## src/rtl/rtcs_pkg.sv

```systemverilog
// Shared types, sizing constants and helpers for the tanh recurrent cell step unit.
// Used by every module in rtl/; depends on nothing.
`timescale 1ns / 1ps
`default_nettype none

package rtcs_pkg;

    localparam int HIDDEN_UNITS  = 128;
    localparam int INPUT_SYMBOLS = 256;
    localparam int WEIGHT_BITS   = 16;

    localparam int ROW_W  = $clog2(HIDDEN_UNITS);
    localparam int SYM_W  = $clog2(INPUT_SYMBOLS);
    localparam int HID_W  = 16;   // Q1.14 hidden value
    localparam int ACC_W  = 32;   // Q5.26 accumulator
    localparam int HID_FRAC = 14;

    // weight saturation to WEIGHT_BITS signed bits
    localparam int WX_W = ((WEIGHT_BITS > 16) ? WEIGHT_BITS : 16) + 1;
    localparam logic signed [WX_W-1:0] W_HI = WX_W'((64'sd1 <<< (WEIGHT_BITS - 1)) - 64'sd1);
    localparam logic signed [WX_W-1:0] W_LO = WX_W'(-(64'sd1 <<< (WEIGHT_BITS - 1)));

    typedef logic [2:0] t_op;
    localparam t_op OP_WR_IN   = 3'd0;
    localparam t_op OP_WR_REC  = 3'd1;
    localparam t_op OP_WR_BIAS = 3'd2;
    localparam t_op OP_STEP    = 3'd3;
    localparam t_op OP_RD_HID  = 3'd4;
    localparam t_op OP_CLR     = 3'd5;

    typedef struct packed {
        t_op                op;
        logic [7:0]         symbol;
        logic [6:0]         row_index;
        logic [6:0]         col_index;
        logic signed [15:0] weight_value;
    } t_req;

    typedef struct packed {
        logic signed [15:0] hidden_value;
        t_op                done_op;
    } t_rsp;

    typedef struct packed {
        logic init;    // load accumulator with (bias + input weight) << 14
        logic valid;   // weight/hidden pair present at MAC input
    } t_mac_ctl;

    function automatic logic signed [WEIGHT_BITS-1:0] f_sat_weight(
        input logic signed [15:0] v
    );
        logic signed [WX_W-1:0] ext;
        ext = WX_W'(v);
        if (ext > W_HI) begin
            ext = W_HI;
        end else if (ext < W_LO) begin
            ext = W_LO;
        end
        return WEIGHT_BITS'(ext);
    endfunction

endpackage

`default_nettype wire

```

## src/rtl/rtcs_tanh.sv

```systemverilog
// Three-stage piecewise-linear tanh over quarter steps, Q5.26 in, Q1.14 out.
// Depends on rtcs_pkg.
`timescale 1ns / 1ps
`default_nettype none

module rtcs_tanh
    import rtcs_pkg::*;
(
    input  logic                    i_clk,
    input  logic                    i_rst_n,
    input  logic                    i_start,
    input  logic signed [ACC_W-1:0] i_acc,
    output logic                    o_done,
    output logic signed [HID_W-1:0] o_y
);

    localparam logic [ACC_W-1:0] TANH_SAT = ACC_W'(5) << 26;  // 5.0 in Q5.26

    function automatic logic [14:0] f_tab(input logic [4:0] k);
        logic [14:0] t;
        case (k)
            5'd0:    t = 15'd0;
            5'd1:    t = 15'd4013;
            5'd2:    t = 15'd7571;
            5'd3:    t = 15'd10406;
            5'd4:    t = 15'd12478;
            5'd5:    t = 15'd13898;
            5'd6:    t = 15'd14830;
            5'd7:    t = 15'd15423;
            5'd8:    t = 15'd15795;
            5'd9:    t = 15'd16024;
            5'd10:   t = 15'd16165;
            5'd11:   t = 15'd16250;
            5'd12:   t = 15'd16303;
            5'd13:   t = 15'd16335;
            5'd14:   t = 15'd16354;
            5'd15:   t = 15'd16366;
            5'd16:   t = 15'd16373;
            5'd17:   t = 15'd16377;
            5'd18:   t = 15'd16380;
            5'd19:   t = 15'd16382;
            default: t = 15'd16383;
        endcase
        return t;
    endfunction

    logic             r_v1, r_v2, r_v3;
    logic             r_neg1, r_neg2, r_big1, r_big2;
    logic [4:0]       r_k;
    logic [23:0]      r_f;
    logic [14:0]      r_t0;
    logic [38:0]      r_prod;
    logic signed [HID_W-1:0] r_y;

    logic [ACC_W-1:0] mag;
    logic [4:0]       k_safe;
    logic [14:0]      t0, t1, d;
    logic [39:0]      rnd;
    logic [14:0]      y;

    assign mag    = i_acc[ACC_W-1] ? (~i_acc + 1'b1) : i_acc;
    assign k_safe = r_big1 ? 5'd0 : r_k;
    assign t0     = f_tab(k_safe);
    assign t1     = f_tab(k_safe + 5'd1);
    assign d      = t1 - t0;
    assign rnd    = 40'(r_prod) + 40'h80_0000;
    assign y      = r_big2 ? 15'd16384 : (r_t0 + rnd[38:24]);

    always_ff @(posedge i_clk) begin
        if (!i_rst_n) begin
            r_v1 <= 1'b0;
            r_v2 <= 1'b0;
            r_v3 <= 1'b0;
        end else begin
            r_v1 <= i_start;
            r_v2 <= r_v1;
            r_v3 <= r_v2;
        end
    end

    always_ff @(posedge i_clk) begin
        // stage 1: magnitude, segment, fraction
        r_neg1 <= i_acc[ACC_W-1];
        r_big1 <= (mag >= TANH_SAT);
        r_k    <= mag[28:24];
        r_f    <= mag[23:0];
        // stage 2: table and slope product
        r_neg2 <= r_neg1;
        r_big2 <= r_big1;
        r_t0   <= t0;
        r_prod <= 39'(d) * 39'(r_f);
        // stage 3: round, add, restore sign
        r_y    <= r_neg2 ? -$signed({1'b0, y}) : $signed({1'b0, y});
    end

    assign o_done = r_v3;
    assign o_y    = r_y;

endmodule

`default_nettype wire

```

## config.mk

```make
export PLATFORM = sky130hd
export DESIGN_NAME = rtcs_tanh
export DESIGN_NICKNAME = d
export VERILOG_FILES = /design/src/rtl/rtcs_pkg.sv /design/src/rtl/rtcs_tanh.sv
export SDC_FILE = /design/constraint.sdc
export NUM_CORES = 1
export LEC_CHECK = 0
export BUFFER_PORTS_ARGS = -buffer_cell sky130_fd_sc_hd__buf_2
export CORE_MARGIN = 1
export CORE_UTILIZATION = 45
export CTS_BUF_LIST = sky130_fd_sc_hd__clkbuf_8 sky130_fd_sc_hd__clkbuf_16
export DETAILED_ROUTE_END_ITERATION = 6
export SYNTH_ARGS = -nofsm -noshare
export SYNTH_HDL_FRONTEND = slang
export SYNTH_SLANG_ARGS = --single-unit
export TNS_END_PERCENT = 50
```

## constraint.sdc

```tcl
create_clock -name i_clk -period 22.4 [get_ports i_clk]
set_input_delay 1.12 -clock i_clk [delete_from_list [all_inputs] [get_ports i_clk]]
set_output_delay 1.12 -clock i_clk [all_outputs]
set_load 0.02 [all_outputs]
```

---- Word level (Yosys, flattened, before mapping) ----
Memory sizes are Yosys's and may differ from the RTL's.
Index checks and enable logic that the tools add are counted.
storage, ports and cells
  output and inout port bits .............. 17
  input bits .............................. 35
  bits in read-only memories .............. 896
  memories kept ........................... 2
  flip-flop bits (word level) ............. 106
memories
  name              depth  bits a word  rd ports  clocked after Yosys merged registers in  write ports  RTL line         source
  (name not given)  32     14           1         0                                        0            rtcs_tanh.sv:21  case (k)
  (name not given)  32     14           1         0                                        0            rtcs_tanh.sv:21
operators by class
  bitwise gates (word level) .............. 1
  $lt $le $gt $ge ......................... 1
  add/subtract/negate cells ............... 6
  multiplexer cells ....................... 4
  $mul .................................... 1
operators by type and width
  kind                                                                                   number
  39-bit by 24-bit adder with 39-bit output, second input constant                       1
  15-bit by 24-bit multiplier with 39-bit output                                         1
  32-bit by 1-bit adder with 32-bit output, second input constant                        1
  32-bit by 29-bit greater-or-equal comparator with 1-bit output, second input constant  1
  32-bit two-way mux                                                                     1
  32-bit NOT                                                                             1
  15-bit two-way mux                                                                     2
  15-bit negator with 16-bit output                                                      1
  15-bit adder                                                                           1
  15-bit subtractor                                                                      1
  5-bit by 1-bit adder with 5-bit output, second input constant                          1
  5-bit two-way mux                                                                      1

---- Longest topological paths before layout ----
Gate-level depths: netlist of the first run.
  word-level depth ........................ 5
  depth in mapped cells ................... 46
  gate-level depth less buffers ........... 43

---- Least setup slack after synthesis of the first run ----
No wires, ideal clock.
  path type ............................... register -> register
  start point ............................. register r_big1
  end point ............................... register r_prod[36]
  library setup time ...................... 119 ps
  clock period less this slack ............ 9,484 ps
  cell stages (with the launch flop) ...... 45
  data required time ...................... 22,281 ps
  path buffers ............................ 3
  data arrival time ....................... 9,365 ps
  slack ................................... 12,916 ps
  path through ............................ dfxtp_1 -> clkbuf_1 -> inv_1 -> nand2_1 -> inv_1 -> ha_1 -> nand3_1 -> xor2_1 -> or2_2 -> clkbuf_1 -> nand2_1 -> o21ai_0 -> a22oi_1 -> a21oi_1 -> ha_1 -> fa_1 -> nor2b_1 -> o21ai_0 -> (+9 left out) -> fa_1 -> inv_1 -> fa_1 -> fa_1 -> fa_1 -> inv_1 -> fa_1 -> inv_1 -> ha_1 -> o21ai_0 -> a21oi_1 -> o21ai_0 -> a31oi_1 -> o22ai_1 -> o41a_1 -> o21ai_0 -> a21oi_1 -> xnor2_1
between the ends
  cells in the longest elaborated chain, start to end .. 5
  elaborated cells between the ends (all ways) .. 6
RTL lines
  item                                              RTL line         source
  start, declared                                   rtcs_tanh.sv:48  logic r_neg1, r_neg2, r_big1, r_big2;
  start signal, assigned                            rtcs_tanh.sv:84  r_big1 <= (mag >= TANH_SAT);
  5-bit two-way mux *                               rtcs_tanh.sv:62  assign k_safe = r_big1 ? 5'd0 : r_k;
  5-bit by 1-bit adder with 5-bit output            rtcs_tanh.sv:64  assign t1 = f_tab(k_safe + 5'd1);
  memory 32 x 14 bit                                --
  15-bit subtractor *                               rtcs_tanh.sv:65  assign d = t1 - t0;
  15-bit by 24-bit multiplier with 39-bit output *  rtcs_tanh.sv:91  r_prod <= 39'(d) * 39'(r_f);
  end signal, assigned                              rtcs_tanh.sv:91
  end, declared                                     rtcs_tanh.sv:52  logic [38:0] r_prod;
Every way passes the cells marked *; elsewhere a longest branch is shown, timed or not.
A chain may end at the register's enable or synchronous reset.

---- Worst setup path after layout of the first run ----
  start point ............................. register r_big1
  end point ............................... register r_prod[32]
Same word-level chain as after synthesis.

==> results.cfg, run 1 <==
[sta]
max_slew.worst_pin.slew_ps = 1120
setup_ws_ps = 11250
max_freq_ghz = 0.0897
report.final.slew_viol_count = 0
setup_viol = 0
fin_tns_setup_ps = 0
fin_crit_ps = 11150
skew_ps = 11.5
slew_headroom_pct = 25.2
period_share_pct = 49.8
rsz0062_at_grt = false
final_hold_viol_count = 0

[setup_path]
reg2reg_from = r_big1
reg2reg_slack_ps = 11250
cp.arrival_ps = 11440
worstSetupPathType = register to register
timing.critical_path.from = r_big1
crit_top_cell = fa_1
r2r_end = r_prod[32]
critPathLaunchType = register
cp_max_fo = 24
end_kind = register
slowest_stage = or3_1
endpoint = r_prod[32]
cp.required_ps = 22690
reg2regPathDepth = 38
cp_slowest_stage_delay_ps = 760

[floorplan]
core_area_um2 = 34700
start_util_pct = 45.9
die_height_um = 190
io_pins = 52
die-area_um2 = 36200
die_w_um = 190
core.rowCount = 68

[clock_network]
post_cts_buffers = 0
cts_max_level = 3
cts_tree = done
clockBufferDepth = 2
root_buffer = clkbuf_16
ctsResizeCount = 0
numCtsBuffers = 9
clk_pin_slew_ps = 70
cts.hold.buffers_added = 0
clk_latency_ps = 360
cts_sinks = 82

[cells_and_area]
final_nets = 2295
syn_to_final_growth_pct = 6.66
drive_gt1_share_pct = 6.14

[hold_path]
hp-start = r_v2
min_path_type = register to register

[global_route]
grt_pass1_vias = 12500
grt_antenna_before_repair = 0
grt_first_pass_wirelength_um = 66300
gr-usage-all-layers_pct = 23.8
grt.overflow.total = 0
grt_max_degree = 36

[synth]
synth.avg_cell_area_um2 = 8.70
synthesis.area_um2 = 15900
synth-edff-count = 0
syn_nets = 2292
ys_ff_latch = 82
synthFlopType = dfxtp_1
syn_inst = 1832
synth.distinct_cells = 67
synth_warnings = 0
synth_common_cells = inv_1 (327), fa_1 (285), nand2_1 (241)
synth.top_cell.area_share_pct = 35.8
synth.most_common_cell = inv_1
synth_seq_area_share_pct = 10.3
async_flop_share_pct = 0
yosysTopAreaCell = fa_1
synth_area_leaders = fa_1 (36%), ha_1 (11%), dfxtp_1 (10%)

[route]
routed_wl_um = 40600
ant_nets = 0
drc = 0
via_per_inst = 5.40
drt_iter0_drc = 706
drt_first_pass_iters = 6
post_drt_wl_per_cell_um = 17.7
vias = 12400

[place]
routabilityCongestion = 0.904
dp_slack_ps = 11310
port_buffers = 51
dp_hpwl_um = 31500

[run]
maxCapViolations = 0

[run_status]
outcome = finished, final reports clean
[logic make-up after synthesis]
kind of cell	synth area share, %
compound gates	9.36
buf+inv	9.56
flops	10.3
xor+xnor	4.84
simple gates	18.6
mux	0.526
fa+ha+maj	46.8
[cell type report]
class | instances | area (um^2)
fill | 3406 | 17700
timing repair buffer | 69 | 390
clock buffer | 9 | 225
sequential | 82 | 1640
inverter | 327 | 1230
clock inverter | 7 | 110
antenna | 1 | 2.50
multi-input combinational | 1346 | 12800
tap | 455 | 569
[state kept, by name, summed over array words and instances (netlist names)]
signal and flops:
o_done 1, o_y 16, r_big1 1, r_big2 1, r_f 24, r_k 5, r_neg1 1, r_neg2 1
r_prod 16, r_t0 14, r_v1 1, r_v2 1
[cells in the final DEF (no fill, tap or decap), types with 4 or more instances in the layout]
master and instances:
a22oi_1 4, a21o_1 12, and3_1 24, a21boi_0 17
o211ai_1 4, xnor2_1 64, nor2b_1 46, inv_1 329
o22ai_1 4, xor2_1 19, o21ai_0 74, mux2i_1 5
o31ai_1 12, o21bai_1 4, fa_1 285, a21oi_1 32
or2_2 6, clkbuf_16 9, and2_1 100, nor3_1 21
nand3_1 35, buf_4 18, nand2b_1 22, nand4_1 6
or3_1 13, a211oi_1 11, nor2_1 60, buf_2 51
nand2_1 241, a31oi_1 13, o41ai_1 4, ha_1 140
o21a_1 9, dfxtp_1 82
[metrics by stage]
step                      instances  hold WS, ps  area (um^2)  utilization (%)
after floorplan                1832          310        15900                -
after global placement         2279          416        16700             48.0
after detailed placement       2279          425        16700             48.0
after CTS                      2295          442        17000             49.0
after global routing           2295          460        17000             49.0
final                          2296          436        17000             49.0
[worst min-delay path by stage]
stage,to,cells past startpoint
global route,r_v2,1
detailed placement,r_v2,1
CTS,r_v2,1
global placement,r_v2,1
floorplan,r_neg2,0
finish,o_done,1
[critical path: cells and delay by family (launching register included)]
family	cells	cell delay, ps
AO/OA/AOI/OAI	13	2860
XOR/XNOR	1	160
adder cells (fa/ha/maj)	11	4410
buffers and inverters	6	650
flip-flops	1	690
multiplexers	1	400
AND/OR/NAND/NOR	6	1910
[per-layer routing]
layer,global-route usage [%],vias to the layer above,wire [um]
met5,0,-,0
met4,5.11,0,561
met3,3.51,37,2460
met2,37.9,362,18700
met1,34.3,6263,18900
li1,-,5745,-
Power of run 1 is left out: the tool's default activity adds up to more than one toggle a clock period on the data nets, which glitch-free logic cannot reach.
==> run 2: changes to the inputs <==
==> constraint.sdc (replaced) <==
create_clock -name i_clk -period 11.4 [get_ports i_clk]
set_input_delay 0.57 -clock i_clk [delete_from_list [all_inputs] [get_ports i_clk]]
set_output_delay 0.57 -clock i_clk [all_outputs]
set_load 0.02 [all_outputs]
==> results.cfg, run 2 (synthesized netlist as in run 1, its figures left out) <==
[global_route]
grt_first_pass_wirelength_um = 67700
gr-usage-all-layers_pct = 24.4
grt_antenna_before_repair = 0
grt.overflow.total = 0
grt_pass1_vias = 12600
grt_max_degree = 36

[clock_network]
clockBufferDepth = 2
post_cts_buffers = 0
root_buffer = clkbuf_16
clk_pin_slew_ps = 60
numCtsBuffers = 9
clk_latency_ps = 360
cts_sinks = 82
cts_tree = done
cts_max_level = 3

[sta]
slew_headroom_pct = 38.9
skew_ps = 10.0
max_slew.worst_pin.slew_ps = 915
report.final.slew_viol_count = 0
max_freq_ghz = 0.0933
rsz0062_at_grt = false
fin_tns_setup_ps = 0
fin_crit_ps = 10720
setup_viol = 0
setup_ws_ps = 681
final_hold_viol_count = 0
period_share_pct = 94.0

[floorplan]
start_util_pct = 45.9
die_height_um = 190
io_pins = 52
core.rowCount = 68
die_w_um = 190
die-area_um2 = 36200
core_area_um2 = 34700

[route]
met3_wirelength_um = 2340
via_per_inst = 5.33
vias = 12300
wl_met2_um = 19000
ant_nets = 0
drc = 0
m1WireLength_um = 19500
drt_first_pass_iters = 5
highest_layer = met4
routed_wl_um = 41300
drt_iter0_drc = 791
post_drt_wl_per_cell_um = 17.9

[setup_path]
end_kind = register
crit_top_cell = fa_1
critPathLaunchType = register
cp_top_family = adder cells
cp.arrival_ps = 10970
slowest_stage = xor2_2
cp_max_fo = 12
cp.required_ps = 11650
cp.buffers_inverters = 5
cp_slowest_stage_delay_ps = 710
worstSetupPathType = register to register

[place]
dp_slack_ps = 620
routabilityCongestion = 0.900
dp_hpwl_um = 32300
port_buffers = 51

[cells_and_area]
regMostFlops = r_f
finish.utilization_pct = 49.2
final_common_cell = inv_1
antennaDiodeCount = 0
fillCellCount = 3374
largest_reg_flops = 24
drive_gt1_share_pct = 7.02
syn_to_final_growth_pct = 7.24
final_nets = 2308
final_cell_mix = inv_1 (328), fa_1 (285), nand2_1 (241), ha_1 (139), and2_1 (100)

[hold_path]
min_path_type = input pin to register

[run]
maxCapViolations = 0

[run_status]
outcome = finished, final reports clean
-- run 2: final cells by class --
class / count / area (um^2) / area share, %
Sequential cell: 82 / 1640 / 9.60
Inverter: 327 / 1230 / 7.18
Clock buffer: 9 / 225 / 1.32
Multi-Input combinational cell: 1346 / 12800 / 75.1
Clock inverter: 7 / 93.8 / 0.549
Tap cell: 455 / 569 / 3.33
Timing Repair Buffer: 82 / 500 / 2.93
-- run 2: routing by layer --
metal | track usage, % | up-vias
li1 | - | 5775
met1 | 35.3 | 6132
met2 | 39.2 | 353
met3 | 2.87 | 37
met4 | 4.89 | 0
met5 | 0 | -
-- run 2: worst paths after layout --
kind	startpoint	endpoint	slack [ps]	depth (start not counted)
min reg2reg	r_v1	r_v2	430	1
max reg2reg	r_big1	r_prod[36]	680	41
min	i_acc[0]	r_f[0]	340	1
max	r_big1	r_prod[36]	680	41
-- run 2: timing repair --
action	CTS	global route
hold buffers	0	0
gates resized for setup	0	3
endpoints found under the setup margin	0	9
-- run 2: worst reg2reg max path: cells and delay by family (launching register included) --
| family | cells | cell delay [ps] |
|---|---|---|
| and+or+nand+nor | 7 | 1330 |
| adders and majority gates | 10 | 4240 |
| buffers and inverters | 5 | 560 |
| DFF | 1 | 330 |
| xor gates and xnor gates | 3 | 1040 |
| AOI/OAI and AO/OA | 16 | 3130 |
-- run 2: metrics by stage --
step	cell area, um^2	hold WS (ps)	std cells
after floorplan	15900	310	1832
after global placement	16800	420	2292
after detailed placement	16800	428	2292
after CTS	17100	330	2308
after global routing	17100	340	2308
final	17100	344	2308
Power of run 2 is left out for the same reason.
==> run 3: changes to the inputs <==
--- a/config.mk
+++ b/config.mk
@@ -5,11 +5,13 @@
 export SDC_FILE = /design/constraint.sdc
 export NUM_CORES = 1
 export LEC_CHECK = 0
+export ABC_AREA = 1
 export BUFFER_PORTS_ARGS = -buffer_cell sky130_fd_sc_hd__buf_2
 export CORE_MARGIN = 1
 export CORE_UTILIZATION = 45
 export CTS_BUF_LIST = sky130_fd_sc_hd__clkbuf_8 sky130_fd_sc_hd__clkbuf_16
 export DETAILED_ROUTE_END_ITERATION = 6
+export PLACE_DENSITY_LB_ADDON = 0.05
 export SYNTH_ARGS = -nofsm -noshare
 export SYNTH_HDL_FRONTEND = slang
 export SYNTH_SLANG_ARGS = --single-unit
==> results.cfg, run 3 <==
[synth]
synth-edff-count = 0
synth_warnings = 0
syn_inst = 2260
yosysTopAreaCell = fa_1
syn_nets = 2720
synth.distinct_cells = 49
synth_area_leaders = fa_1 (34%), inv_1 (11%), ha_1 (10%)
synth.most_common_cell = inv_1
async_flop_share_pct = 0
synth.avg_cell_area_um2 = 7.42
synth.top_cell.area_share_pct = 34.0
synth_seq_area_share_pct = 9.79
synth_common_cells = inv_1 (491), nand2_1 (464), fa_1 (285)
synthFlopType = dfxtp_1
synthesis.area_um2 = 16800
ys_ff_latch = 82

[clock_network]
cts_tree = done
post_cts_buffers = 0
numCtsBuffers = 9
cts_max_level = 3
clk_pin_slew_ps = 70
ctsResizeCount = 0
clk_latency_ps = 360
clockBufferDepth = 2
root_buffer = clkbuf_16
cts_sinks = 82
cts.hold.buffers_added = 0

[route]
drc = 0
post_drt_wl_per_cell_um = 19.2
highest_layer = met4
m1WireLength_um = 23200
met3_wirelength_um = 2630
drt_first_pass_iters = 6
routed_wl_um = 52600
wl_met2_um = 25200
drt_iter0_drc = 757
ant_nets = 0
via_per_inst = 5.23
vias = 14300

[floorplan]
start_util_pct = 45.8
die_w_um = 195
core_area_um2 = 36600
core.rowCount = 70
die_height_um = 195
die-area_um2 = 38000
io_pins = 52

[hold_path]
min_path_cells = 1
hp-start = i_acc[0]
whs_endpoint = r_f[0]
min_path_type = input pin to register

[sta]
final_hold_viol_count = 0
slew_headroom_pct = 23.0
fin_crit_ps = 10130
fin_tns_setup_ps = 0
fin_hold_ws_ps = 345
skew_ps = 12.4
max_slew.worst_pin.slew_ps = 1150
max_freq_ghz = 0.0987
rsz0062_at_grt = false
report.final.slew_viol_count = 0
period_share_pct = 88.9
setup_viol = 0

[run]
maxCapViolations = 0

[setup_path]
cp.arrival_ps = 10410
reg2reg_slack_ps = 1270
worstSetupPathType = register to register
end_kind = register
cp_max_fo = 14
slowest_stage = nand2_1
r2r_end = r_prod[36]
cp.required_ps = 11680
critPathLaunchType = register
cp_slowest_stage_delay_ps = 620
reg2regPathDepth = 39
reg2reg_from = r_big1

[cells_and_area]
final_nets = 2725
regMostFlops = r_f
final_common_cell = inv_1
syn_to_final_growth_pct = 5.44
drive_gt1_share_pct = 4.71
largest_reg_flops = 24
design_area_um2 = 17700
antennaDiodeCount = 0
final_cell_mix = inv_1 (492), nand2_1 (464), fa_1 (285), nor2_1 (280), ha_1 (140)
fillCellCount = 3813

[global_route]
grt.overflow.total = 0
gr-usage-all-layers_pct = 29.1
grt_max_degree = 27
grt_antenna_before_repair = 0
grt_first_pass_wirelength_um = 83800
grt_pass1_vias = 15100

[place]
postPlaceCellArea_um2 = 17400
port_buffers = 51
routabilityCongestion = 0.955
dp_hpwl_um = 43900

[run_status]
outcome = finished, final reports clean
[run 3: layer usage]
metal | vias up | track usage (%)
met1 | 7039 | 37.9
met4 | 0 | 8.57
met2 | 398 | 50.5
li1 | 6788 | -
met3 | 87 | 3.59
met5 | - | 0
[run 3: worst max path at each step]
stage	startpoint	endpoint	slack (ps)
after global routing	r_big1	r_prod[36]	580
after CTS	r_big1	r_prod[36]	1380
after global placement	r_big1	r_prod[36]	1560
final	r_big1	r_prod[36]	1270
after floorplan	r_big1	r_prod[38]	3240
after detailed placement	r_big1	r_prod[36]	1420
[run 3: logic make-up after synthesis]
kind of cell | after synthesis | share of synthesized area (%)
adder cells (fa/ha/maj) | 425 | 44.5
buffers and inverters | 570 | 13.0
AO/OA/AOI/OAI | 187 | 6.40
flip-flops | 82 | 9.79
AND/OR/NAND/NOR | 924 | 22.6
XOR/XNOR | 72 | 3.76
[run 3: area by class of cell]
type / instances / area [um^2] / share of cell area (%)
Multi-Input combinational cell: 1608 / 12900 / 73.3
Inverter: 509 / 1910 / 10.8
Sequential cell: 82 / 1640 / 9.29
Tap cell: 468 / 586 / 3.31
Timing Repair Buffer: 55 / 285 / 1.61
Clock buffer: 10 / 239 / 1.35
Clock inverter: 6 / 65.1 / 0.368
[run 3: stage by stage]
step | setup slack, ps | cells | utilization [%]
2_1_floorplan | 3240 | 2260 | -
3_3_place_gp | 1560 | 2722 | 47.5
3_5_place_dp | 1420 | 2722 | 47.5
4_1_cts | 1380 | 2738 | 48.3
5_1_grt | 577 | 2738 | 48.3
6_report | 1270 | 2738 | 48.3
[run 3: worst max-delay path: cells and delay by family, from the launching register on]
family                   cells  cell delay (ps)
adder cells (fa/ha/maj)      9             4290
XOR/XNOR                     1              170
flip-flops                   1              410
buffers and inverters        7              750
AND/OR/NAND/NOR             15             3570
AO/OA/AOI/OAI                7              850
Power of run 3 is left out for the same reason.
