<file path="config.mk">
export PLATFORM = sky130hd
export DESIGN_NAME = rtcs_mac
export DESIGN_NICKNAME = d
export VERILOG_FILES = /design/src/rtl/rtcs_pkg.sv /design/src/rtl/rtcs_mac.sv
export SDC_FILE = /design/constraint.sdc
export NUM_CORES = 1
export LEC_CHECK = 0
export BUFFER_PORTS_ARGS = -buffer_cell sky130_fd_sc_hd__buf_2
export CORE_AREA = 2 2 164 166
export DETAILED_ROUTE_END_ITERATION = 10
export DIE_AREA = 0 0 166 168
export PLACE_DENSITY = 0.73
export SYNTH_ARGS = -nofsm -noshare
export SYNTH_HDL_FRONTEND = slang
export SYNTH_SLANG_ARGS = --single-unit
</file>
<file path="constraint.sdc">
create_clock -name i_clk -period 10.2 [get_ports i_clk]
set_input_delay 2.04 -clock i_clk [delete_from_list [all_inputs] [get_ports i_clk]]
set_output_delay 2.04 -clock i_clk [all_outputs]
set_load 0.01 [all_outputs]
</file>
<file path="src/rtl/rtcs_pkg.sv">
// Shared types, sizing constants and helpers for the tanh recurrent cell step unit.
// Used by every module in rtl/; depends on nothing.
`timescale 1ns / 1ps
`default_nettype none

package rtcs_pkg;

    localparam int HIDDEN_UNITS  = 128;
    localparam int INPUT_SYMBOLS = 256;
    localparam int WEIGHT_BITS   = 16;

    localparam int ROW_W  = $clog2(HIDDEN_UNITS);
    localparam int SYM_W  = $clog2(INPUT_SYMBOLS);
    localparam int HID_W  = 16;   // Q1.14 hidden value
    localparam int ACC_W  = 32;   // Q5.26 accumulator
    localparam int HID_FRAC = 14;

    // weight saturation to WEIGHT_BITS signed bits
    localparam int WX_W = ((WEIGHT_BITS > 16) ? WEIGHT_BITS : 16) + 1;
    localparam logic signed [WX_W-1:0] W_HI = WX_W'((64'sd1 <<< (WEIGHT_BITS - 1)) - 64'sd1);
    localparam logic signed [WX_W-1:0] W_LO = WX_W'(-(64'sd1 <<< (WEIGHT_BITS - 1)));

    typedef logic [2:0] t_op;
    localparam t_op OP_WR_IN   = 3'd0;
    localparam t_op OP_WR_REC  = 3'd1;
    localparam t_op OP_WR_BIAS = 3'd2;
    localparam t_op OP_STEP    = 3'd3;
    localparam t_op OP_RD_HID  = 3'd4;
    localparam t_op OP_CLR     = 3'd5;

    typedef struct packed {
        t_op                op;
        logic [7:0]         symbol;
        logic [6:0]         row_index;
        logic [6:0]         col_index;
        logic signed [15:0] weight_value;
    } t_req;

    typedef struct packed {
        logic signed [15:0] hidden_value;
        t_op                done_op;
    } t_rsp;

    typedef struct packed {
        logic init;    // load accumulator with (bias + input weight) << 14
        logic valid;   // weight/hidden pair present at MAC input
    } t_mac_ctl;

    function automatic logic signed [WEIGHT_BITS-1:0] f_sat_weight(
        input logic signed [15:0] v
    );
        logic signed [WX_W-1:0] ext;
        ext = WX_W'(v);
        if (ext > W_HI) begin
            ext = W_HI;
        end else if (ext < W_LO) begin
            ext = W_LO;
        end
        return WEIGHT_BITS'(ext);
    endfunction

endpackage

`default_nettype wire

</file>
<file path="src/rtl/rtcs_mac.sv">
// Shared multiply-accumulate unit: registered product, 32-bit saturating accumulator.
// Depends on rtcs_pkg.
`timescale 1ns / 1ps
`default_nettype none

module rtcs_mac
    import rtcs_pkg::*;
(
    input  logic                          i_clk,
    input  logic                          i_rst_n,
    input  t_mac_ctl                      i_ctl,
    input  logic signed [WEIGHT_BITS-1:0] i_bias,
    input  logic signed [WEIGHT_BITS-1:0] i_iw,
    input  logic signed [WEIGHT_BITS-1:0] i_w,
    input  logic signed [HID_W-1:0]       i_h,
    output logic signed [ACC_W-1:0]       o_acc,
    output logic                          o_idle
);

    localparam int PROD_W = WEIGHT_BITS + HID_W;
    localparam int SUM_W  = ((PROD_W > ACC_W) ? PROD_W : ACC_W) + 1;
    localparam longint AccMaxL = 64'sd2147483647;
    localparam longint AccMinL = -64'sd2147483648;
    localparam logic signed [SUM_W-1:0] SUM_HI = SUM_W'(AccMaxL);
    localparam logic signed [SUM_W-1:0] SUM_LO = SUM_W'(AccMinL);

    logic                        r_p_v;
    logic signed [PROD_W-1:0]    r_prod;
    logic signed [ACC_W-1:0]     r_acc;
    logic signed [WEIGHT_BITS:0] start;
    logic signed [SUM_W-1:0]     init_ext;
    logic signed [SUM_W-1:0]     sum_ext;

    function automatic logic signed [ACC_W-1:0] f_sat(input logic signed [SUM_W-1:0] v);
        logic signed [SUM_W-1:0] c;
        c = v;
        if (c > SUM_HI) begin
            c = SUM_HI;
        end else if (c < SUM_LO) begin
            c = SUM_LO;
        end
        return ACC_W'(c);
    endfunction

    assign start    = (WEIGHT_BITS + 1)'(i_bias) + (WEIGHT_BITS + 1)'(i_iw);
    assign init_ext = SUM_W'(start) <<< HID_FRAC;
    assign sum_ext  = SUM_W'(r_acc) + SUM_W'(r_prod);

    always_ff @(posedge i_clk) begin
        if (!i_rst_n) begin
            r_p_v <= 1'b0;
        end else begin
            r_p_v <= i_ctl.valid;
        end
    end

    always_ff @(posedge i_clk) begin
        r_prod <= i_w * i_h;
        if (i_ctl.init) begin
            r_acc <= f_sat(init_ext);
        end else if (r_p_v) begin
            r_acc <= f_sat(sum_ext);
        end
    end

    assign o_acc  = r_acc;
    assign o_idle = !r_p_v;

endmodule

`default_nettype wire

</file>
* Word level (Yosys, flattened, before mapping)
Cells that the tools add are included.
** Storage, ports and cells
- Bits in writable memories :: 0
- Memories kept :: 0
- Input port bits :: 68
- ROM bits :: 0
- Output and inout bits :: 33
- Bits in latches :: 0
- Register bits after elaboration :: 65
** Cells by class
- Bitwise operators :: 0
- Reductions and logical operators :: 2
- Shift operators :: 0
- $add $sub $neg :: 2
- Multiplexer cells :: 6
- Equal/unequal tests :: 0
- Magnitude comparators :: 4
- Multipliers :: 1
- Divide/modulo/power cells :: 0
** Operator list (number)
- two-way mux 32 bit :: 6
- adder 32 x 32 -> 33 bit :: 1
- greater-than comparator 33 x 32 -> 1 bit, second input constant :: 1
- < comparator 33 x 32 -> 1 bit, second input constant :: 1
- greater-than comparator 31 x 32 -> 1 bit, second input constant :: 1
- < comparator 31 x 32 -> 1 bit, second input constant :: 1
- multiplier 16 x 16 -> 32 bit :: 1
- adder 16 x 16 -> 17 bit :: 1
- nonzero test 2 bit :: 1
- zero test 1 bit :: 1

* Longest topological paths before layout
Gate-level depths: netlist (run 1).
- Word-level depth :: 6
- Depth in mapped cells :: 23

* Worst setup path before layout (run 1)
No wires, ideal clock.
- Path type :: input-to-reg
- From :: in i_w[9]
- To :: reg r_prod[26]
- Data arrival time :: 7446 ps
- Path buffers :: 1
- Data required time :: 10105 ps
- Stages :: 20
- Setup slack :: 2659 ps
- Library setup time :: 95 ps
- Cells stage by stage :: clkbuf_1 nand2_1 fa_1 inv_1 fa_1 fa_1 fa_1 fa_1 inv_1 fa_1 inv_1 ha_1 a21o_1 a21o_1 a21oi_1 nand3b_1 o2111ai_1 a21boi_1 or2_2 o311ai_1
** On the way
- Longest elaborated chain between the ends :: 1
** RTL lines
- from (decl) :: RTL line rtcs_mac.sv:14 : input logic signed [WEIGHT_BITS-1:0] i_w,
- multiplier 16 x 16 -> 32 bit :: RTL line rtcs_mac.sv:58 : r_prod <= i_w * i_h;
- to (signal assigned) :: RTL line rtcs_mac.sv:58
- to (decl) :: RTL line rtcs_mac.sv:28 : logic signed [PROD_W-1:0] r_prod;
No other way between the ends.
A chain may end at the register's enable or synchronous reset.

* Worst setup path after layout (run 1)
- From :: in i_w[11]
- To :: reg r_prod[25]
Same word-level chain as after synthesis.

==> impl_metrics.json, run 1 <==
{
  "clock-sinks": 65,
  "drtIter0Drc": 678,
  "wl_met2_um": 16700,
  "io_pins": 101,
  "worstPathArrival_ns": 8.02,
  "drt-pass1-iter-count": 6,
  "wl_um": 31900,
  "fin_skew_ns": 0.00886,
  "overflow": 0,
  "cts_buffers": 9,
  "cp_top_family": "adder cells",
  "fmax_ghz": 0.129,
  "root_buffer": "clkbuf_16",
  "synth_top_area_share": 0.372,
  "antenna_found_initial": 1,
  "avgSynthCellArea_um2": 9.21,
  "slew_headroom": 0.539,
  "drive_gt1_frac": 0.0859,
  "path_common_cell": "fa_1",
  "worstPathMaxFanout": 16,
  "diodes": 0,
  "whs_ns": 0.615,
  "synth_area_leader_cell": "fa_1",
  "ctsLongestPathBuffers": 2,
  "fillers": 2308,
  "setup_viol": 0,
  "track_usage": 0.236,
  "die_w_um": 166,
  "syn_area_mm2": 0.0142,
  "clkLatencyLatePin_ns": 0.34,
  "syn-num-nets": 2004,
  "final_cells": 1960,
  "start_util": 0.539,
  "hold_class": "register to register",
  "via_count": 10900,
  "crit_required_ns": 10.46,
  "hold_viol": 0,
  "routed.top_layer": "met5",
  "grt_pass1_vias": 11300,
  "netlist_instances": 1542,
  "worst_slew_pin_slew_ns": 0.687,
  "vias_per_cell": 5.57,
  "fin_nets": 2076,
  "drt-met1-wl_um": 12700,
  "postCtsSetupBuffers": 0,
  "clk_pin_slew_ns": 0.05,
  "start_kind": "input port",
  "seq_area_frac_synth": 0.114,
  "ys_async_sr_fraction": 0,
  "dieArea_mm2": 0.0279,
  "fin_crit_sh": 0.761,
  "rsz0062_at_grt": "false",
  "cap_violations": 0,
  "io_buffers": 100,
  "fin_tns_setup_ns": 0,
  "drc": 0,
  "path_cells": "buf_2 > nand2_1 > fa_1 > fa_1 > fa_1 > inv_1 > fa_1 > fa_1 > inv_1 > fa_1 > inv_1 > ha_1 > a21o_1 > a21oi_1 > o21ai_0 > a211oi_1 > o21ai_0 > a31o_2 > a21oi_1 > xnor2_1",
  "gp_congestion": 0.908,
  "rows": 60,
  "grt_max_degree": 33,
  "cts_tree": "built",
  "maxSlewViolCount": 0,
  "cp_num_buf_inv": 4,
  "status": "completed",
  "ant_nets": 0,
  "synth_ff_type": "dfxtp_1",
  "syn2layout_area_growth_pct": 7.49,
  "place_hpwl_um": 26500,
  "grt_pass1_wl_um": 53700,
  "cp-end-kind": "register",
  "hold_buffers": 0,
  "wl_per_cell_um": 16.3,
  "fp.coreArea_mm2": 0.0264,
  "cts.htree.levels": 3,
  "yosys_warnings": 0,
  "ys_top_cells_by_area": "fa_1 (37%), ha_1 (11%), inv_1 (8.6%)",
  "synth_cell_type_count": 67,
  "fin_crit_ns": 7.76,
  "slowest_delay_ns": 0.54,
  "path_class": "input port to register",
  "slowest_stage": "fa_1",
  "die_h_um": 168,
  "synth_edf_count": 32,
  "ys_seq_elements": 65,
  "cts_resized": 0,
  "routed-wl-met3_um": 1370,
  "dpl.cell_count": 1944
}
==> path summary, 6_finish.rpt <==
path	start	end	slack, ns	depth (start not counted)
setup / recovery	i_w[11]	r_prod[25]$_DFF_P_	2.44	20
hold / removal	r_prod[0]$_DFF_P_	o_acc[0]$_DFFE_PP_	0.62	2
setup reg to reg	o_acc[0]$_DFFE_PP_	o_acc[16]$_DFFE_PP_	6.32	11
hold reg to reg	r_prod[0]$_DFF_P_	o_acc[0]$_DFFE_PP_	0.62	2
==> per-stage QoR <==
step | setup WS [ns] | area [um2] | utilization
2_1_floorplan | 2.66 | 14200 | -
3_3_place_gp | 2.28 | 15000 | 0.569
3_5_place_dp | 2.22 | 15000 | 0.569
4_1_cts | 2.56 | 15300 | 0.580
5_1_grt | 2.11 | 15300 | 0.580
6_report | 2.44 | 15300 | 0.580
==> cell usage in the layout (no fill, tap or decap), types with 7 or more instances in the layout <==
| cell type | synthesis | routed |
|---|---|---|
| inv_1 | 324 | 324 |
| fa_1 | 264 | 264 |
| nand2_1 | 155 | 155 |
| ha_1 | 130 | 130 |
| and2_1 | 124 | 124 |
| buf_2 | 6 | 100 |
| a21oi_1 | 64 | 64 |
| xnor2_1 | 46 | 46 |
| nor2_1 | 38 | 38 |
| dfxtp_1 | 33 | 33 |
| edfxtp_1 | 32 | 32 |
| a21o_1 | 31 | 31 |
| o21ai_0 | 29 | 29 |
| xor2_1 | 23 | 23 |
| nand3_1 | 20 | 20 |
| nor3_1 | 20 | 20 |
| o21ai_1 | 15 | 15 |
| a211oi_1 | 14 | 14 |
| nand2b_1 | 10 | 10 |
| clkbuf_16 | 0 | 10 |
| and3_1 | 9 | 9 |
| o211ai_1 | 9 | 9 |
| o21bai_1 | 9 | 9 |
| o221ai_1 | 8 | 8 |
| o21a_1 | 7 | 7 |
| a31oi_1 | 7 | 7 |
| nand4_1 | 7 | 7 |
==> worst reg2reg max path: stages (launching register included) <==
cell,delay [ns]
edfxtp_1,0.42
ha_1,0.26
fa_1,0.42
a211oi_1,0.38
o21ai_1,0.17
a211o_1,0.35
a21oi_2,0.23
o31ai_1,0.14
and4_4,0.27
o21ai_1,0.53
buf_4,0.31
o221ai_1,0.12
==> final cells by class <==
class,instances,area (um2),share of cell area
Inverter,324,1220,0.0796
Clock buffer,11,254,0.0166
Timing Repair Buffer,102,515,0.0338
Tap cell,341,427,0.0279
Clock inverter,5,37.5,0.00246
Multi-Input combinational cell,1112,11200,0.733
Sequential cell,65,1620,0.106
==> layer usage <==
metal  up-vias  GRT usage
met5         -          0
met4         2     0.0805
met2       289      0.426
met3        83     0.0226
li1       5034          -
met1      5507      0.297
==> Yosys cell counts, types with 9 or more instances <==
library cell,instances
edfxtp_1,32
nor2_1,38
nand3_1,20
nor3_1,20
o21bai_1,9
ha_1,130
and3_1,9
nand2b_1,10
o211ai_1,9
inv_1,324
xnor2_1,46
fa_1,264
o21ai_1,15
dfxtp_1,33
o21ai_0,29
a21o_1,31
and2_1,124
xor2_1,23
a211oi_1,14
clkbuf_1,32
nand2_1,155
a21oi_1,64
==> kinds of logic after synthesis <==
group,share of synthesized area
AND/OR/NAND/NOR,0.147
AO/OA/AOI/OAI,0.112
flip-flops,0.114
buffers and inverters,0.0975
adder cells (fa/ha/maj),0.486
XOR/XNOR,0.0425
==> registers in the layout, summed over array words and instances (netlist names) <==
name / count
r_p_v: 1
r_prod: 32
o_acc: 32
Power of run 1 is not shown: default switching activity piles up to over one toggle a cycle in this logic, so the estimate is an artifact.
==> inputs of run 2 (changes only) <==
--- a/config.mk
+++ b/config.mk
@@ -5,10 +5,11 @@
 export SDC_FILE = /design/constraint.sdc
 export NUM_CORES = 1
 export LEC_CHECK = 0
+export ABC_AREA = 1
 export BUFFER_PORTS_ARGS = -buffer_cell sky130_fd_sc_hd__buf_2
-export CORE_AREA = 2 2 164 166
+export CORE_AREA = 2 2 170 172
 export DETAILED_ROUTE_END_ITERATION = 10
-export DIE_AREA = 0 0 166 168
+export DIE_AREA = 0 0 172 174
 export PLACE_DENSITY = 0.73
 export SYNTH_ARGS = -nofsm -noshare
 export SYNTH_HDL_FRONTEND = slang
==> constraint.sdc (replaced) <==
create_clock -name i_clk -period 7.74 [get_ports i_clk]
set_input_delay 1.548 -clock i_clk [delete_from_list [all_inputs] [get_ports i_clk]]
set_output_delay 1.548 -clock i_clk [all_outputs]
set_load 0.01 [all_outputs]
==> impl_metrics.json, run 2 <==
{
  "fin_crit_ns": 6.85,
  "syn2layout_area_growth_pct": 6.40,
  "root_buffer": "clkbuf_16",
  "start_kind": "input port",
  "maxSlewViolCount": 0,
  "antenna_found_initial": 0,
  "diodes": 0,
  "reg2reg_setup_slack_ns": 4.73,
  "ant_nets": 0,
  "status": "completed",
  "mostFrequentLayoutCells": "nand2_1 (529), inv_1 (522), fa_1 (264)",
  "io_pins": 101,
  "wl_um": 38200,
  "synth_cell_type_count": 43,
  "cap_violations": 0,
  "synth_edf_count": 32,
  "hold_class": "register to register",
  "syn-num-nets": 2449,
  "seq_area_frac_synth": 0.107,
  "overflow": 0,
  "die_w_um": 172,
  "synthTopCellsByCount": "nand2_1 (529), inv_1 (522), fa_1 (264)",
  "fmax_ghz": 0.146,
  "cp-end-kind": "register",
  "grt_pass1_vias": 13100,
  "fin_skew_ns": 0.00742,
  "rows": 62,
  "postCtsSetupBuffers": 0,
  "cts.htree.levels": 3,
  "ys_top_cells_by_area": "fa_1 (35%), nand2_1 (13%), inv_1 (13%)",
  "synth_area_leader_cell": "fa_1",
  "cp_top_family": "adder cells",
  "drive_gt1_frac": 0.0760,
  "dieArea_mm2": 0.0299,
  "slowest_stage": "fa_1",
  "yosys_warnings": 0,
  "cts_tree": "built",
  "wl_per_cell_um": 15.8,
  "fin_crit_sh": 0.885,
  "slowest_delay_ns": 0.84,
  "netlist_instances": 1987,
  "avgSynthCellArea_um2": 7.65,
  "fin_nets": 2496,
  "slew_headroom": 0.622,
  "final_common_cell": "nand2_1",
  "worstPathArrival_ns": 7.07,
  "worstPathMaxFanout": 16,
  "path_cells": "buf_2 > nand2_1 > inv_1 > fa_1 > fa_1 > fa_1 > fa_1 > fa_1 > inv_1 > fa_1 > inv_1 > ha_1 > nand2_1 > o21ai_0 > a21oi_1 > nand3_1 > a21o_1 > nand2_1 > nand2_1 > nand2_1 > nand2_1",
  "cts_resized": 0,
  "syn_area_mm2": 0.0152,
  "yosysMostFrequentCell": "nand2_1",
  "grt_pass1_wl_um": 63500,
  "ys_seq_elements": 65,
  "synth_ff_type": "dfxtp_1",
  "drc": 0,
  "rsz0062_at_grt": "false",
  "synth_top_area_share": 0.348,
  "grt_max_degree": 33,
  "path_class": "input port to register",
  "drt-pass1-iter-count": 6,
  "track_usage": 0.268,
  "worst_slew_pin_slew_ns": 0.566,
  "via_count": 12400,
  "drtIter0Drc": 688,
  "die_h_um": 174,
  "fp.coreArea_mm2": 0.0282,
  "clk_pin_slew_ns": 0.05,
  "setup_viol": 0,
  "ctsLongestPathBuffers": 2,
  "clock-sinks": 65,
  "hold_viol": 0,
  "hold_buffers": 0,
  "place_hpwl_um": 32600,
  "start_util": 0.538,
  "gp_congestion": 0.909,
  "crit_required_ns": 7.96,
  "io_buffers": 100,
  "cp_num_buf_inv": 4,
  "fin_tns_setup_ns": 0,
  "vias_per_cell": 5.12,
  "clkLatencyLatePin_ns": 0.33,
  "ys_async_sr_fraction": 0,
  "cts_buffers": 9
}
==> run 2: cell count changes after synthesis, sizes merged, moves of 11 or more <==
cell,change
o21ai,-15
nand2,+387
nand3,+19
inv,+201
a211oi,-14
xnor2,-23
and2,-124
a21oi,+37
xor2,+20
nor3,-11
a21o,-20
nor2,+49
clkbuf,+26
==> run 2: path summary, 6_finish.rpt <==
check                     start             endpoint  depth (start not counted)
min reg2reg   r_prod[0]$_DFF_P_   o_acc[0]$_DFFE_PP_                          3
max reg2reg  o_acc[0]$_DFFE_PP_  o_acc[18]$_DFFE_PP_                         12
max                      i_h[1]   r_prod[29]$_DFF_P_                         21
min           r_prod[0]$_DFF_P_   o_acc[0]$_DFFE_PP_                          3
==> run 2: worst min-delay path, cell delays in order (launching register included) <==
cell and delay (ns):
dfxtp_1 0.31, ha_1 0.11, nand2_1 0.04, a21oi_1 0.10
==> run 2: area by class of cell <==
cell class / instances / area [um2]
fill: 2622 / 12100
multi-input combinational: 1331 / 11300
tap: 384 / 480
inverter: 526 / 1970
clock inverter: 3 / 16.3
timing repair buffer: 101 / 508
clock buffer: 13 / 250
sequential: 65 / 1620
==> run 2: cell families (layout without fill, tap and decap cells) <==
| group | Yosys count | count (layout) | share of synthesized area |
|---|---|---|---|
| adder cells (fa/ha/maj) | 394 | 394 | 0.455 |
| flip-flops | 65 | 65 | 0.107 |
| XOR/XNOR | 66 | 66 | 0.0380 |
| buffers and inverters | 591 | 643 | 0.149 |
| AO/OA/AOI/OAI | 172 | 172 | 0.0678 |
| AND/OR/NAND/NOR | 699 | 699 | 0.184 |
==> run 2: per-layer routing <==
layer | share of wire | track usage
met5 | 0 | 0
met4 | 0.024 | 0.0763
met3 | 0.055 | 0.0278
met2 | 0.50 | 0.483
met1 | 0.42 | 0.340
==> run 2: per-stage QoR <==
| stage | area [um2] | utilization | cells | hold slack (ns) | setup WS (ns) |
|---|---|---|---|---|---|
| 2_1_floorplan | 15200 | - | 1987 | 0.651 | 0.949 |
| 3_3_place_gp | 15900 | 0.563 | 2407 | 0.668 | 0.742 |
| 3_5_place_dp | 15900 | 0.563 | 2407 | 0.674 | 0.630 |
| 4_1_cts | 16200 | 0.572 | 2423 | 0.690 | 0.961 |
| 5_1_grt | 16200 | 0.572 | 2423 | 0.751 | 0.644 |
| 6_report | 16200 | 0.572 | 2423 | 0.682 | 0.890 |
Power of run 2 is left out for the same reason.
==> inputs of run 3 (changes only) <==
--- a/config.mk
+++ b/config.mk
@@ -6,11 +6,11 @@
 export NUM_CORES = 1
 export LEC_CHECK = 0
 export ABC_AREA = 1
-export BUFFER_PORTS_ARGS = -buffer_cell sky130_fd_sc_hd__buf_2
 export CORE_AREA = 2 2 170 172
 export DETAILED_ROUTE_END_ITERATION = 10
 export DIE_AREA = 0 0 172 174
-export PLACE_DENSITY = 0.73
+export DONT_BUFFER_PORTS = 1
+export PLACE_DENSITY = 0.69
 export SYNTH_ARGS = -nofsm -noshare
 export SYNTH_HDL_FRONTEND = slang
 export SYNTH_SLANG_ARGS = --single-unit
==> impl_metrics.json, run 3 (same netlist as run 2, synthesis figures left out) <==
{
  "status": "completed",
  "hold_viol": 0,
  "grt_pass1_vias": 12500,
  "track_usage": 0.261,
  "setup_viol": 0,
  "syn2layout_area_growth_pct": 3.21,
  "path_cells": "inv_1 > or2_2 > fa_1 > fa_1 > inv_1 > fa_1 > fa_1 > fa_1 > inv_1 > fa_1 > inv_1 > ha_1 > nand2_1 > inv_1 > nand2_1 > nor3_1 > nand4_1 > nand3_1 > a21o_1 > nand2_1 > nand3_1 > nand2_1",
  "cts_tree": "built",
  "slowest_stage": "fa_1",
  "place_hpwl_um": 32100,
  "clkLatencyLatePin_ns": 0.34,
  "cap_violations": 0,
  "fillers": 2725,
  "hold_buffers": 0,
  "start_kind": "input port",
  "postCtsSetupBuffers": 0,
  "root_buffer": "clkbuf_16",
  "antenna_found_initial": 0,
  "die_w_um": 172,
  "vias_per_cell": 5.09,
  "whs_ns": 0.683,
  "wl_um": 37000,
  "hold_class": "register to register",
  "slew_headroom": 0.630,
  "cp-end-kind": "register",
  "dp_slack_ns": 0.861,
  "overflow": 0,
  "grt_max_degree": 33,
  "reg2reg_setup_slack_ns": 4.64,
  "worst_slack_ns": 1.18,
  "maxSlewViolCount": 0,
  "drc": 0,
  "worst_slew_pin_slew_ns": 0.554,
  "drive_gt1_frac": 0.0304,
  "mostFrequentLayoutCells": "nand2_1 (529), inv_1 (522), fa_1 (264)",
  "r2r-end": "o_acc[17]$_DFFE_PP_",
  "diodes": 0,
  "fin_crit_sh": 0.847,
  "cts_buffers": 9,
  "cts_resized": 0,
  "gp_congestion": 0.920,
  "slowest_delay_ns": 0.55,
  "min_to": "o_acc[0]$_DFFE_PP_",
  "fin_nets": 2396,
  "drtIter0Drc": 690,
  "rows": 62,
  "rsz0062_at_grt": "false",
  "fin_tns_setup_ns": 0,
  "clock-sinks": 65,
  "die_h_um": 174,
  "ant_nets": 0,
  "r2r_start": "o_acc[0]$_DFFE_PP_",
  "r2r_cells": 12,
  "crit_required_ns": 7.96,
  "io_pins": 101,
  "ctsLongestPathBuffers": 2,
  "holdCritStartpoint": "r_prod[0]$_DFF_P_",
  "fin_skew_ns": 0.0102,
  "final_common_cell": "nand2_1",
  "worstPathArrival_ns": 6.78,
  "wl_per_cell_um": 15.9,
  "clk_pin_slew_ns": 0.06,
  "grt_pass1_wl_um": 61800,
  "start_util": 0.538,
  "path_common_cell": "fa_1",
  "hold_depth": 3,
  "worstPathMaxFanout": 17,
  "fp.coreArea_mm2": 0.0282,
  "dieArea_mm2": 0.0299,
  "path_class": "input port to register",
  "cts.htree.levels": 3,
  "io_buffers": 0,
  "via_count": 11800,
  "fmax_ghz": 0.152,
  "fin_crit_ns": 6.56,
  "drt-pass1-iter-count": 6
}
run 3: changes by cell type in the layout (fill, tap and decap cells not counted), sizes merged:
cell,delta
clkbuf,-3
clkinv,+3
buf,-100
run 3: worst max-delay path by stage:
stage / startpoint / to / slack (ns) / cells after the start
floorplan: i_h[5] / r_prod[28]$_DFF_P_ / 0.95 / 21
global placement: i_w[15] / r_prod[28]$_DFF_P_ / 1.0 / 19
detailed placement: i_h[15] / r_prod[26]$_DFF_P_ / 0.86 / 22
CTS: i_h[15] / r_prod[26]$_DFF_P_ / 1.19 / 22
global route: i_h[15] / r_prod[29]$_DFF_P_ / 0.82 / 21
finish: i_h[15] / r_prod[26]$_DFF_P_ / 1.18 / 22
run 3: critical path: cells and delay by family:
family	cells	cell delay, ns
fa+ha+maj	7	3.23
compound gates	1	0.16
simple gates	9	1.37
buf+inv	5	0.47
run 3: routing by layer:
metal,share of wire,GRT usage
met5,0,0
met2,0.50,0.472
met4,0.024,0.0672
met1,0.42,0.325
met3,0.052,0.0378
run 3: final cells by class:
type,count,area (um2),share of cell area
multi-input combinational,1331,11300,0.722
inverter,526,1970,0.126
sequential,65,1620,0.103
tap,384,480,0.0306
clock buffer,10,239,0.0152
clock inverter,6,43.8,0.00279
timing repair buffer,1,7.51,0.000479
run 3: stage by stage:
stage,std cells,area [um2],util
3_3_place_gp,2307,15400,0.545
5_1_grt,2323,15700,0.555
3_5_place_dp,2307,15400,0.545
4_1_cts,2323,15700,0.555
2_1_floorplan,1987,15200,-
6_report,2323,15700,0.555
Power of run 3 is left out for the same reason.
